### src/ttpd_pkg.sv
// Shared constants, tables and channel widening functions for the tiled texture decoder.
package ttpd_pkg;

   // Default coordinate width of the block.
   localparam int COORD_BITS_DEFAULT = 10;

   // Fixed field widths.
   localparam int CSR_DATA_W = 23;
   localparam int CSR_INDEX_W = 2;
   localparam int BUF_W = 23;
   localparam int OFFSET_W = 22;
   localparam int STATUS_W = 2;
   localparam int FMT_W = 3;
   localparam int BPP_W = 3;
   localparam int MORTON_W = 6;

   // Register indexes of the configuration port.
   localparam logic [CSR_INDEX_W-1:0] CSR_IMAGE_WIDTH = 2'd0;
   localparam logic [CSR_INDEX_W-1:0] CSR_IMAGE_HEIGHT = 2'd1;
   localparam logic [CSR_INDEX_W-1:0] CSR_PIXEL_FORMAT = 2'd2;
   localparam logic [CSR_INDEX_W-1:0] CSR_BUFFER_SIZE = 2'd3;

   // Pixel format codes; codes above RGBA4 are invalid.
   localparam logic [FMT_W-1:0] FMT_RGBA8 = 3'd0;
   localparam logic [FMT_W-1:0] FMT_RGB8 = 3'd1;
   localparam logic [FMT_W-1:0] FMT_RGB5A1 = 3'd2;
   localparam logic [FMT_W-1:0] FMT_RGB565 = 3'd3;
   localparam logic [FMT_W-1:0] FMT_RGBA4 = 3'd4;

   // Result status codes.
   localparam logic [STATUS_W-1:0] STATUS_OK = 2'd0;
   localparam logic [STATUS_W-1:0] STATUS_BAD_CONFIG = 2'd1;
   localparam logic [STATUS_W-1:0] STATUS_OUTSIDE = 2'd2;

   // Morton interleave of the low three coordinate bits within a tile.
   localparam logic [MORTON_W-1:0] MORTON_X [8] = '{6'd0, 6'd1, 6'd4, 6'd5,
                                                    6'd16, 6'd17, 6'd20, 6'd21};
   localparam logic [MORTON_W-1:0] MORTON_Y [8] = '{6'd0, 6'd2, 6'd8, 6'd10,
                                                    6'd32, 6'd34, 6'd40, 6'd42};

   // Points at which floor(7*v/31) steps up, for v of five bits.
   localparam logic [4:0] W5_STEP [7] = '{5'd5, 5'd9, 5'd14, 5'd18, 5'd23, 5'd27, 5'd31};

   // Format information handed from the configuration block to the datapath.
   typedef struct packed {
      logic [FMT_W-1:0] format;
      logic [BPP_W-1:0] bpp;
      logic bad;
   } fmt_info_type;

   // Bytes per pixel of a format, zero for an invalid code.
   function automatic logic [BPP_W-1:0] format_bpp(input logic [FMT_W-1:0] fmt);
      logic [BPP_W-1:0] bpp;
      case (fmt)
         FMT_RGBA8: bpp = 3'd4;
         FMT_RGB8: bpp = 3'd3;
         FMT_RGB5A1: bpp = 3'd2;
         FMT_RGB565: bpp = 3'd2;
         FMT_RGBA4: bpp = 3'd2;
         default: bpp = 3'd0;
      endcase
      return bpp;
   endfunction

   // v*255/15 is exactly v*17, which is the nibble repeated.
   function automatic logic [7:0] widen4(input logic [3:0] v);
      return {v, v};
   endfunction

   // v*255/31 truncated: 255 = 8*31 + 7, so the result is 8*v plus floor(7*v/31).
   function automatic logic [7:0] widen5(input logic [4:0] v);
      logic [2:0] steps;
      steps = 3'd0;
      for (int i = 0; i < 7; i++) begin
         steps = steps + 3'(v >= W5_STEP[i]);
      end
      return {v, 3'b000} + {5'd0, steps};
   endfunction

   // v*255/63 truncated: 255 = 4*63 + 3, so the result is 4*v plus floor(v/21).
   function automatic logic [7:0] widen6(input logic [5:0] v);
      logic [1:0] steps;
      steps = 2'(v >= 6'd21) + 2'(v >= 6'd42) + 2'(v >= 6'd63);
      return {v, 2'b00} + {6'd0, steps};
   endfunction

endpackage

### src/ttpd_cfg.sv
// Configuration registers and the values derived from them: row stride and validity.
module ttpd_cfg import ttpd_pkg::*; #(
   parameter int COORD_BITS = COORD_BITS_DEFAULT
) (
   input  logic                    clock,
   input  logic                    reset,
   input  logic                    csr_write,
   input  logic [CSR_INDEX_W-1:0]  csr_index,
   input  logic [CSR_DATA_W-1:0]   csr_wdata,
   output logic [COORD_BITS:0]     image_width,
   output logic [COORD_BITS:0]     image_height,
   output logic [COORD_BITS+7:0]   stride,
   output fmt_info_type            fmt_info
);

   localparam int DIM_W = COORD_BITS + 1;
   localparam int TILES_W = COORD_BITS - 1;
   localparam int CNT_W = 2 * TILES_W;
   localparam int STRIDE_W = COORD_BITS + 8;
   localparam int TOTAL_W = CNT_W + BPP_W + 6;
   localparam int CMP_W = (TOTAL_W > BUF_W) ? TOTAL_W : BUF_W;

   logic [DIM_W-1:0] width_ff;
   logic [DIM_W-1:0] height_ff;
   logic [FMT_W-1:0] format_ff;
   logic [BUF_W-1:0] bufsize_ff;
   logic [STRIDE_W-1:0] stride_ff;
   logic [STRIDE_W-1:0] stride_in;
   fmt_info_type info_ff;
   fmt_info_type info_in;

   logic [DIM_W:0] width_up;
   logic [DIM_W:0] height_up;
   logic [TILES_W-1:0] tiles_w;
   logic [TILES_W-1:0] tiles_h;
   logic [CNT_W-1:0] tile_cnt;
   logic [BPP_W-1:0] bpp;
   logic [CMP_W-1:0] total;

   // Register writes from the configuration port.
   always_ff @(posedge clock) begin
      if (reset) begin
         width_ff <= '0;
         height_ff <= '0;
         format_ff <= '0;
         bufsize_ff <= '0;
      end else if (csr_write) begin
         case (csr_index)
            CSR_IMAGE_WIDTH: width_ff <= csr_wdata[DIM_W-1:0];
            CSR_IMAGE_HEIGHT: height_ff <= csr_wdata[DIM_W-1:0];
            CSR_PIXEL_FORMAT: format_ff <= csr_wdata[FMT_W-1:0];
            CSR_BUFFER_SIZE: bufsize_ff <= csr_wdata[BUF_W-1:0];
            default: ;
         endcase
      end
   end

   // Whole tiles across and down, with each row padded to a whole tile.
   always_comb begin
      width_up = {1'b0, width_ff} + (DIM_W+1)'(7);
      height_up = {1'b0, height_ff} + (DIM_W+1)'(7);
      tiles_w = width_up[DIM_W:3];
      tiles_h = height_up[DIM_W:3];
      bpp = format_bpp(format_ff);
      tile_cnt = CNT_W'(tiles_w) * CNT_W'(tiles_h);
      total = (CMP_W'(tile_cnt) * CMP_W'(bpp)) << 6;
      stride_in = (STRIDE_W'(tiles_w) * STRIDE_W'(bpp)) << 6;
      info_in.format = format_ff;
      info_in.bpp = bpp;
      info_in.bad = (width_ff == '0) || (height_ff == '0) || (format_ff > FMT_RGBA4) ||
                    (total > CMP_W'(bufsize_ff));
   end

   // Derived values are registered from the written registers and settle in the cycle after a write.
   always_ff @(posedge clock) begin
      if (reset) begin
         info_ff <= '{format: FMT_RGBA8, bpp: '0, bad: 1'b1};
         stride_ff <= '0;
      end else begin
         info_ff <= info_in;
         stride_ff <= stride_in;
      end
   end

   assign image_width = width_ff;
   assign image_height = height_ff;
   assign stride = stride_ff;
   assign fmt_info = info_ff;

endmodule

### src/ttpd_addr.sv
// Tiled byte offset of a pixel and its status.
module ttpd_addr import ttpd_pkg::*; #(
   parameter int COORD_BITS = COORD_BITS_DEFAULT
) (
   input  logic [COORD_BITS-1:0]  pixel_x,
   input  logic [COORD_BITS-1:0]  pixel_y,
   input  logic [COORD_BITS:0]    image_width,
   input  logic [COORD_BITS:0]    image_height,
   input  logic [COORD_BITS+7:0]  stride,
   input  fmt_info_type           fmt_info,
   output logic [OFFSET_W-1:0]    byte_offset,
   output logic [STATUS_W-1:0]    status
);

   localparam int TILE_W = COORD_BITS - 2;
   localparam int STRIDE_W = COORD_BITS + 8;
   localparam int FULL_W = TILE_W + STRIDE_W + 1;
   localparam int SUM_W = (FULL_W > OFFSET_W) ? FULL_W : OFFSET_W;

   logic [COORD_BITS:0] x_ext;
   logic [COORD_BITS:0] y_ext;
   logic [TILE_W-1:0] tile_x;
   logic [TILE_W-1:0] tile_y;
   logic [MORTON_W:0] morton;
   logic [SUM_W-1:0] row_part;
   logic [SUM_W-1:0] col_part;
   logic [SUM_W-1:0] sub_part;
   logic [SUM_W-1:0] sum;
   logic outside;

   // Tile row times stride, tile column times tile size, and the Morton place in the tile.
   always_comb begin
      x_ext = {1'b0, pixel_x};
      y_ext = {1'b0, pixel_y};
      tile_x = x_ext[COORD_BITS:3];
      tile_y = y_ext[COORD_BITS:3];
      morton = {1'b0, MORTON_X[pixel_x[2:0]]} + {1'b0, MORTON_Y[pixel_y[2:0]]};
      row_part = SUM_W'(tile_y) * SUM_W'(stride);
      col_part = (SUM_W'(tile_x) * SUM_W'(fmt_info.bpp)) << 6;
      sub_part = SUM_W'(morton) * SUM_W'(fmt_info.bpp);
      sum = row_part + col_part + sub_part;
      byte_offset = sum[OFFSET_W-1:0];
   end

   // A bad configuration takes precedence over a coordinate outside the image.
   always_comb begin
      outside = (x_ext >= image_width) || (y_ext >= image_height);
      if (fmt_info.bad) begin
         status = STATUS_BAD_CONFIG;
      end else if (outside) begin
         status = STATUS_OUTSIDE;
      end else begin
         status = STATUS_OK;
      end
   end

endmodule

### src/ttpd_color.sv
// Unpacks the raw little-endian pixel bytes into 8-bit red, green, blue and alpha.
module ttpd_color import ttpd_pkg::*; (
   input  logic [31:0]       raw_pixel,
   input  logic [FMT_W-1:0]  format,
   output logic [7:0]        red,
   output logic [7:0]        green,
   output logic [7:0]        blue,
   output logic [7:0]        alpha
);

   logic [15:0] px;

   // Channel placement by format; narrow channels are widened to eight bits.
   always_comb begin
      px = raw_pixel[15:0];
      alpha = 8'hFF;
      case (format)
         FMT_RGBA8: begin
            red = raw_pixel[31:24];
            green = raw_pixel[23:16];
            blue = raw_pixel[15:8];
            alpha = raw_pixel[7:0];
         end
         FMT_RGB8: begin
            red = raw_pixel[23:16];
            green = raw_pixel[15:8];
            blue = raw_pixel[7:0];
         end
         FMT_RGB5A1: begin
            red = widen5(px[15:11]);
            green = widen5(px[10:6]);
            blue = widen5(px[5:1]);
            alpha = px[0] ? 8'hFF : 8'h00;
         end
         FMT_RGB565: begin
            red = widen5(px[15:11]);
            green = widen6(px[10:5]);
            blue = widen5(px[4:0]);
         end
         default: begin
            red = widen4(px[15:12]);
            green = widen4(px[11:8]);
            blue = widen4(px[7:4]);
            alpha = widen4(px[3:0]);
         end
      endcase
   end

endmodule

### src/tiled_texture_pixel_decode.sv
// Top level of the tiled texture pixel decoder: handshakes, request and result registers.
//
// Each request carries a pixel coordinate and the raw bytes found at it, and yields one
// result: the pixel's byte offset in an 8x8 Morton-tiled buffer, its colour widened to
// eight bits a channel, and a status. The block takes one request every clock cycle while
// its result side does not stall; a request is held in the request register, and its
// result is then registered in the result register, which presents it, with the offset
// multiply of tile row by row stride as the longest path between the two registers.
// While the result side stalls the block holds two requests, one in each register, and
// then stalls its request side. Configuration writes take effect on the registers at
// once, and the derived row stride and validity flag settle in the cycle after the write.
module tiled_texture_pixel_decode import ttpd_pkg::*; #(
   parameter int COORD_BITS = COORD_BITS_DEFAULT
) (
   input  logic                    clock,
   input  logic                    reset,
   input  logic                    csr_write,
   input  logic [CSR_INDEX_W-1:0]  csr_index,
   input  logic [CSR_DATA_W-1:0]   csr_wdata,
   input  logic                    req_valid,
   output logic                    req_stall,
   input  logic [COORD_BITS-1:0]   req_pixel_x,
   input  logic [COORD_BITS-1:0]   req_pixel_y,
   input  logic [31:0]             req_raw_pixel,
   output logic                    rsp_valid,
   input  logic                    rsp_stall,
   output logic [OFFSET_W-1:0]     rsp_byte_offset,
   output logic [7:0]              rsp_red,
   output logic [7:0]              rsp_green,
   output logic [7:0]              rsp_blue,
   output logic [7:0]              rsp_alpha,
   output logic [STATUS_W-1:0]     rsp_status
);

   logic [COORD_BITS:0] image_width;
   logic [COORD_BITS:0] image_height;
   logic [COORD_BITS+7:0] stride;
   fmt_info_type fmt_info;

   logic req_valid_ff;
   logic req_valid_in;
   logic [COORD_BITS-1:0] x_ff;
   logic [COORD_BITS-1:0] y_ff;
   logic [31:0] raw_ff;

   logic rsp_valid_ff;
   logic rsp_valid_in;
   logic [OFFSET_W-1:0] offset_ff;
   logic [OFFSET_W-1:0] offset_in;
   logic [7:0] red_ff;
   logic [7:0] red_in;
   logic [7:0] green_ff;
   logic [7:0] green_in;
   logic [7:0] blue_ff;
   logic [7:0] blue_in;
   logic [7:0] alpha_ff;
   logic [7:0] alpha_in;
   logic [STATUS_W-1:0] status_ff;
   logic [STATUS_W-1:0] status_in;

   logic [OFFSET_W-1:0] calc_offset;
   logic [STATUS_W-1:0] calc_status;
   logic [7:0] calc_red;
   logic [7:0] calc_green;
   logic [7:0] calc_blue;
   logic [7:0] calc_alpha;
   logic out_free;
   logic req_take;

   ttpd_cfg #(
      .COORD_BITS(COORD_BITS)
   ) u_cfg (
      .clock(clock),
      .reset(reset),
      .csr_write(csr_write),
      .csr_index(csr_index),
      .csr_wdata(csr_wdata),
      .image_width(image_width),
      .image_height(image_height),
      .stride(stride),
      .fmt_info(fmt_info)
   );

   ttpd_addr #(
      .COORD_BITS(COORD_BITS)
   ) u_addr (
      .pixel_x(x_ff),
      .pixel_y(y_ff),
      .image_width(image_width),
      .image_height(image_height),
      .stride(stride),
      .fmt_info(fmt_info),
      .byte_offset(calc_offset),
      .status(calc_status)
   );

   ttpd_color u_color (
      .raw_pixel(raw_ff),
      .format(fmt_info.format),
      .red(calc_red),
      .green(calc_green),
      .blue(calc_blue),
      .alpha(calc_alpha)
   );

   // Flow control: the result register frees when empty or taken, the request
   // register then moves on and can take a new request in the same cycle.
   always_comb begin
      out_free = !rsp_valid_ff || !rsp_stall;
      req_stall = req_valid_ff && !out_free;
      req_take = req_valid && !req_stall;
      req_valid_in = req_stall ? req_valid_ff : req_valid;
      rsp_valid_in = out_free ? req_valid_ff : rsp_valid_ff;
   end

   // Error results carry zero in every field but the status.
   always_comb begin
      status_in = calc_status;
      if (calc_status == STATUS_OK) begin
         offset_in = calc_offset;
         red_in = calc_red;
         green_in = calc_green;
         blue_in = calc_blue;
         alpha_in = calc_alpha;
      end else begin
         offset_in = '0;
         red_in = '0;
         green_in = '0;
         blue_in = '0;
         alpha_in = '0;
      end
   end

   // Valid flags.
   always_ff @(posedge clock) begin
      if (reset) begin
         req_valid_ff <= 1'b0;
         rsp_valid_ff <= 1'b0;
      end else begin
         req_valid_ff <= req_valid_in;
         rsp_valid_ff <= rsp_valid_in;
      end
   end

   // Request register.
   always_ff @(posedge clock) begin
      if (req_take) begin
         x_ff <= req_pixel_x;
         y_ff <= req_pixel_y;
         raw_ff <= req_raw_pixel;
      end
   end

   // Result register.
   always_ff @(posedge clock) begin
      if (out_free && req_valid_ff) begin
         offset_ff <= offset_in;
         red_ff <= red_in;
         green_ff <= green_in;
         blue_ff <= blue_in;
         alpha_ff <= alpha_in;
         status_ff <= status_in;
      end
   end

   assign rsp_valid = rsp_valid_ff;
   assign rsp_byte_offset = offset_ff;
   assign rsp_red = red_ff;
   assign rsp_green = green_ff;
   assign rsp_blue = blue_ff;
   assign rsp_alpha = alpha_ff;
   assign rsp_status = status_ff;

endmodule

### config.mk
export PLATFORM = sky130hd
export DESIGN_NAME = tiled_texture_pixel_decode
export DESIGN_NICKNAME = d
export VERILOG_FILES = /design/src/ttpd_pkg.sv /design/src/ttpd_cfg.sv /design/src/ttpd_addr.sv /design/src/ttpd_color.sv /design/src/tiled_texture_pixel_decode.sv
export SDC_FILE = /design/constraint.sdc
export NUM_CORES = 1
export LEC_CHECK = 0
export BUFFER_PORTS_ARGS = -buffer_cell sky130_fd_sc_hd__buf_2
export CORE_MARGIN = 2
export CORE_UTILIZATION = 55
export DETAILED_ROUTE_END_ITERATION = 8
export PLACE_DENSITY = 0.74
export SLEW_MARGIN = 30
export SYNTH_ARGS = -nofsm -noshare
export SYNTH_HDL_FRONTEND = slang
export SYNTH_SLANG_ARGS = --single-unit
export TNS_END_PERCENT = 1
### constraint.sdc
create_clock -name clock -period 11.8 [get_ports clock]
set_input_delay 1.18 -clock clock [delete_from_list [all_inputs] [get_ports clock]]
set_output_delay 1.18 -clock clock [all_outputs]
set_load 0.01 [all_outputs]
==> results.sh <==
export IMPL_status="finished clean"
export IMPL_ys_async_sr_fraction=0
export IMPL_synth_cell_types=61
export IMPL_ioPinCount=140
export IMPL_ant_nets=0
export IMPL_clock_sinks=177
export IMPL_finalCriticalPeriod_ns=9.64
export IMPL_n_fill_cell=2646
export IMPL_p_leak_uw=0.00892
export IMPL_synth_area_sq_um=17100
export IMPL_cp_depth=36
export IMPL_finalWeightedCongestion=0.875
export IMPL_syn_num_nets=2320
export IMPL_num_vias=13400
export IMPL_skew_ns=0.0213
export IMPL_cp_num_buf_inv=5
export IMPL_ys_seq_area_frac=0.271
export IMPL_clk_pin_slew_worst_paths_ns=0.08
export IMPL_drv_slew=0
export IMPL_holdWs_ns=0.457
export IMPL_multi_input_area_sq_um=11300
export IMPL_grt_max_degree=71
export IMPL_cp_max_fo=7
export IMPL_fin_tns_setup_ns=0
export IMPL_cts_root_buf="clkbuf_16"
export IMPL_drive_above_1_share=0.107
export IMPL_synthCells=1893
export IMPL_drt_wirelength_per_cell_um=16.5
export IMPL_hold_path_depth=2
export IMPL_maxCapViolCount=0
export IMPL_end_kind="flip-flop"
export IMPL_die_x_um=180
export IMPL_synth_area_per_cell_sq_um=9.03
export IMPL_vias_per_cell=5.56
export IMPL_clockBufferDepth=2
export IMPL_die_h_um=180
export IMPL_cts_repair_resized=0
export IMPL_required_ns=12.13
export IMPL_finalWirelength_um=39700
export IMPL_slew_headroom=0.394
export IMPL_grt_pass1_wl_um=66100
export IMPL_worst_hold_startpoint="u_cfg.bufsize_ff[19]$_SDFFE_PP0P_"
export IMPL_num_rows=64
export IMPL_die_area_sq_um=32500
export IMPL_hold_path_end="u_cfg.bufsize_ff[19]$_SDFFE_PP0P_"
export IMPL_finalNetCount=2418
export IMPL_clk_latency_ns=0.46
export IMPL_hold_viol=0
export IMPL_yosysWarnings=0
export IMPL_grt_ovfl_total=0
export IMPL_critical_path_top_delay_family="adder cells"
export IMPL_cts_max_level=4
export IMPL_detail_route_first_pass_iterations=5
export IMPL_initial_core_util=0.559
export IMPL_synth_edf_count=108
export IMPL_tightest_slew_ns=0.902
export IMPL_area_growth_pct=9.43
export IMPL_rsz0062_at_grt="false"
export IMPL_ys_ff_latch=177
export IMPL_cts_hold_buf=0
export IMPL_rr_endpoint="u_cfg.fmt_info[0]$_SDFF_PP1_"
export IMPL_synthFlopType="edfxtp_1"
export IMPL_start_kind="flip-flop"
export IMPL_reg2reg_slack_ns=2.16
export IMPL_max_freq_ghz=0.104
export IMPL_crit_arrival_ns=9.97
export IMPL_grt_pass1_vias=13400
export IMPL_cts_setup_buffers=0
export IMPL_regArea_sq_um=4620
export IMPL_slowest_stage="nor4_1"
export IMPL_reg2reg_depth=36
export IMPL_numCtsBuffers=17
export IMPL_ir_drop_mv=0.113
export IMPL_power_density_nw_per_um2=82.7
export IMPL_drc=0
export IMPL_numPortBuffers=139
export IMPL_cts_tree="built"
export IMPL_fin_crit_sh=0.817
export IMPL_grt_use_total=0.251
export IMPL_slowest_delay_ns=0.60
export IMPL_dpl_hpwl_um=31200
export IMPL_crit_type="flip-flop to flip-flop"
export IMPL_rr_startpoint="u_cfg.image_height[3]$_SDFFE_PP0P_"
export IMPL_coreArea_sq_um=30600
export IMPL_total_power_uw=1550
export IMPL_setup_viol=0
export IMPL_drt_initial_drc_count=1097
export IMPL_hold_class="flip-flop to flip-flop"
export IMPL_antenna_found_initial=3
through the flow:
stage / area [sq um] / cells / utilization / setup WS (ns)
after floorplan: 17100 / 1893 / - / 3.23
after global placement: 18100 / 2368 / 0.592 / 2.61
after detailed placement: 18100 / 2368 / 0.592 / 2.38
after CTS: 18700 / 2400 / 0.610 / 2.31
after global routing: 18700 / 2403 / 0.611 / 1.55
final: 18700 / 2403 / 0.611 / 2.16
sequential cells by signal (all words and copies together) (netlist names), 10 cells and up:
name,count
u_cfg.stride,12
rsp_byte_offset,22
raw_ff,32
x_ff,10
u_cfg.bufsize_ff,23
u_cfg.image_height,11
u_cfg.image_width,11
y_ff,10
cells in the final DEF (no fill, tap or decap), drive strengths merged, types with 5 or more instances in the layout:
| cell | netlist | layout |
|---|---|---|
| clkbuf | 61 | 17 |
| nand2 | 268 | 268 |
| nand3 | 31 | 31 |
| a21o | 23 | 23 |
| o21bai | 11 | 11 |
| nand4 | 8 | 8 |
| inv | 251 | 259 |
| nand2b | 8 | 8 |
| or2 | 9 | 9 |
| nor2 | 183 | 183 |
| a221oi | 7 | 7 |
| o31ai | 6 | 6 |
| xnor2 | 60 | 60 |
| a21oi | 124 | 124 |
| o211ai | 5 | 5 |
| nor2b | 14 | 14 |
| mux2i | 21 | 21 |
| and2 | 75 | 75 |
| ha | 185 | 185 |
| edfxtp | 108 | 108 |
| dfxtp | 69 | 69 |
| a211oi | 18 | 18 |
| nor3 | 22 | 22 |
| a31oi | 5 | 5 |
| fa | 160 | 160 |
| or3 | 6 | 6 |
| o21a | 9 | 9 |
| xor2 | 21 | 21 |
| o21ai | 41 | 41 |
| a31o | 6 | 6 |
| and3 | 19 | 19 |
| a22oi | 7 | 7 |
| buf | 10 | 150 |
| nor4 | 8 | 8 |
synthesized netlist by cell type, drive strengths merged, types with 8 or more instances:
master | n | area share
a211oi | 18 | 0.0082
a21o | 23 | 0.010
a21oi | 124 | 0.036
and2 | 75 | 0.027
and3 | 19 | 0.0070
buf | 10 | 0.0031
clkbuf | 61 | 0.013
dfxtp | 69 | 0.081
edfxtp | 108 | 0.19
fa | 160 | 0.19
ha | 185 | 0.14
inv | 251 | 0.055
mux2i | 21 | 0.012
nand2 | 268 | 0.059
nand2b | 8 | 0.0029
nand3 | 31 | 0.0091
nand4 | 8 | 0.0029
nor2 | 183 | 0.040
nor2b | 14 | 0.0051
nor3 | 22 | 0.0064
nor4 | 8 | 0.0038
o21a | 9 | 0.0040
o21ai | 41 | 0.012
o21bai | 11 | 0.0048
or2 | 9 | 0.0033
xnor2 | 60 | 0.031
xor2 | 21 | 0.011
cell type report:
| class | count | share of cell area |
|---|---|---|
| timing repair buffer | 150 | 0.0416 |
| inverter | 251 | 0.0504 |
| antenna | 3 | 0.000402 |
| multi-input combinational | 1394 | 0.603 |
| sequential | 177 | 0.247 |
| tap | 396 | 0.0265 |
| clock inverter | 15 | 0.00763 |
| clock buffer | 17 | 0.0228 |
worst max path at each step:
stage / startpoint / to / slack (ns)
final: u_cfg.image_height[3]$_SDFFE_PP0P_ / u_cfg.fmt_info[0]$_SDFF_PP1_ / 2.16
after global routing: u_cfg.image_height[3]$_SDFFE_PP0P_ / u_cfg.fmt_info[0]$_SDFF_PP1_ / 1.55
after CTS: u_cfg.image_width[3]$_SDFFE_PP0P_ / u_cfg.fmt_info[0]$_SDFF_PP1_ / 2.31
after detailed placement: u_cfg.image_width[3]$_SDFFE_PP0P_ / u_cfg.fmt_info[0]$_SDFF_PP1_ / 2.38
after global placement: u_cfg.image_width[3]$_SDFFE_PP0P_ / u_cfg.fmt_info[0]$_SDFF_PP1_ / 2.61
after floorplan: u_cfg.image_width[3]$_SDFFE_PP0P_ / u_cfg.fmt_info[0]$_SDFF_PP1_ / 3.23
where the power goes:
group          switching (uW)  leakage, uW  internal, uW
combinational             165      0.00703           112
sequential               33.9      0.00162           682
clock                     273     0.000270           280
total                     472      0.00892          1070
layer usage:
metal,track usage,part of all wire,up-vias
li1,-,-,6428
met4,0.0897,0.029,0
met3,0.0358,0.056,73
met1,0.330,0.43,6459
met5,0,0,-
met2,0.423,0.49,409
worst reg2reg max path: cells and delay by family, from the launching register on:
kind	cells	cell delay, ns
fa+ha+maj	8	3.67
simple gates	11	2.28
compound gates	9	2.06
xor+xnor	3	0.72
flops	1	0.46
buf+inv	5	0.32
kinds of logic (layout without fill, tap and decap cells):
logic type | Yosys count | in the layout | synth area share
xor gates and xnor gates | 81 | 81 | 0.0415
adders and majority gates | 345 | 345 | 0.323
buffers and inverters | 322 | 433 | 0.0716
muxes | 25 | 25 | 0.0156
AOI/OAI and AO/OA | 286 | 286 | 0.105
DFF | 177 | 177 | 0.271
and+or+nand+nor | 657 | 657 | 0.172
other | 0 | 3 | 0
(Power assumes the default switching activity.)
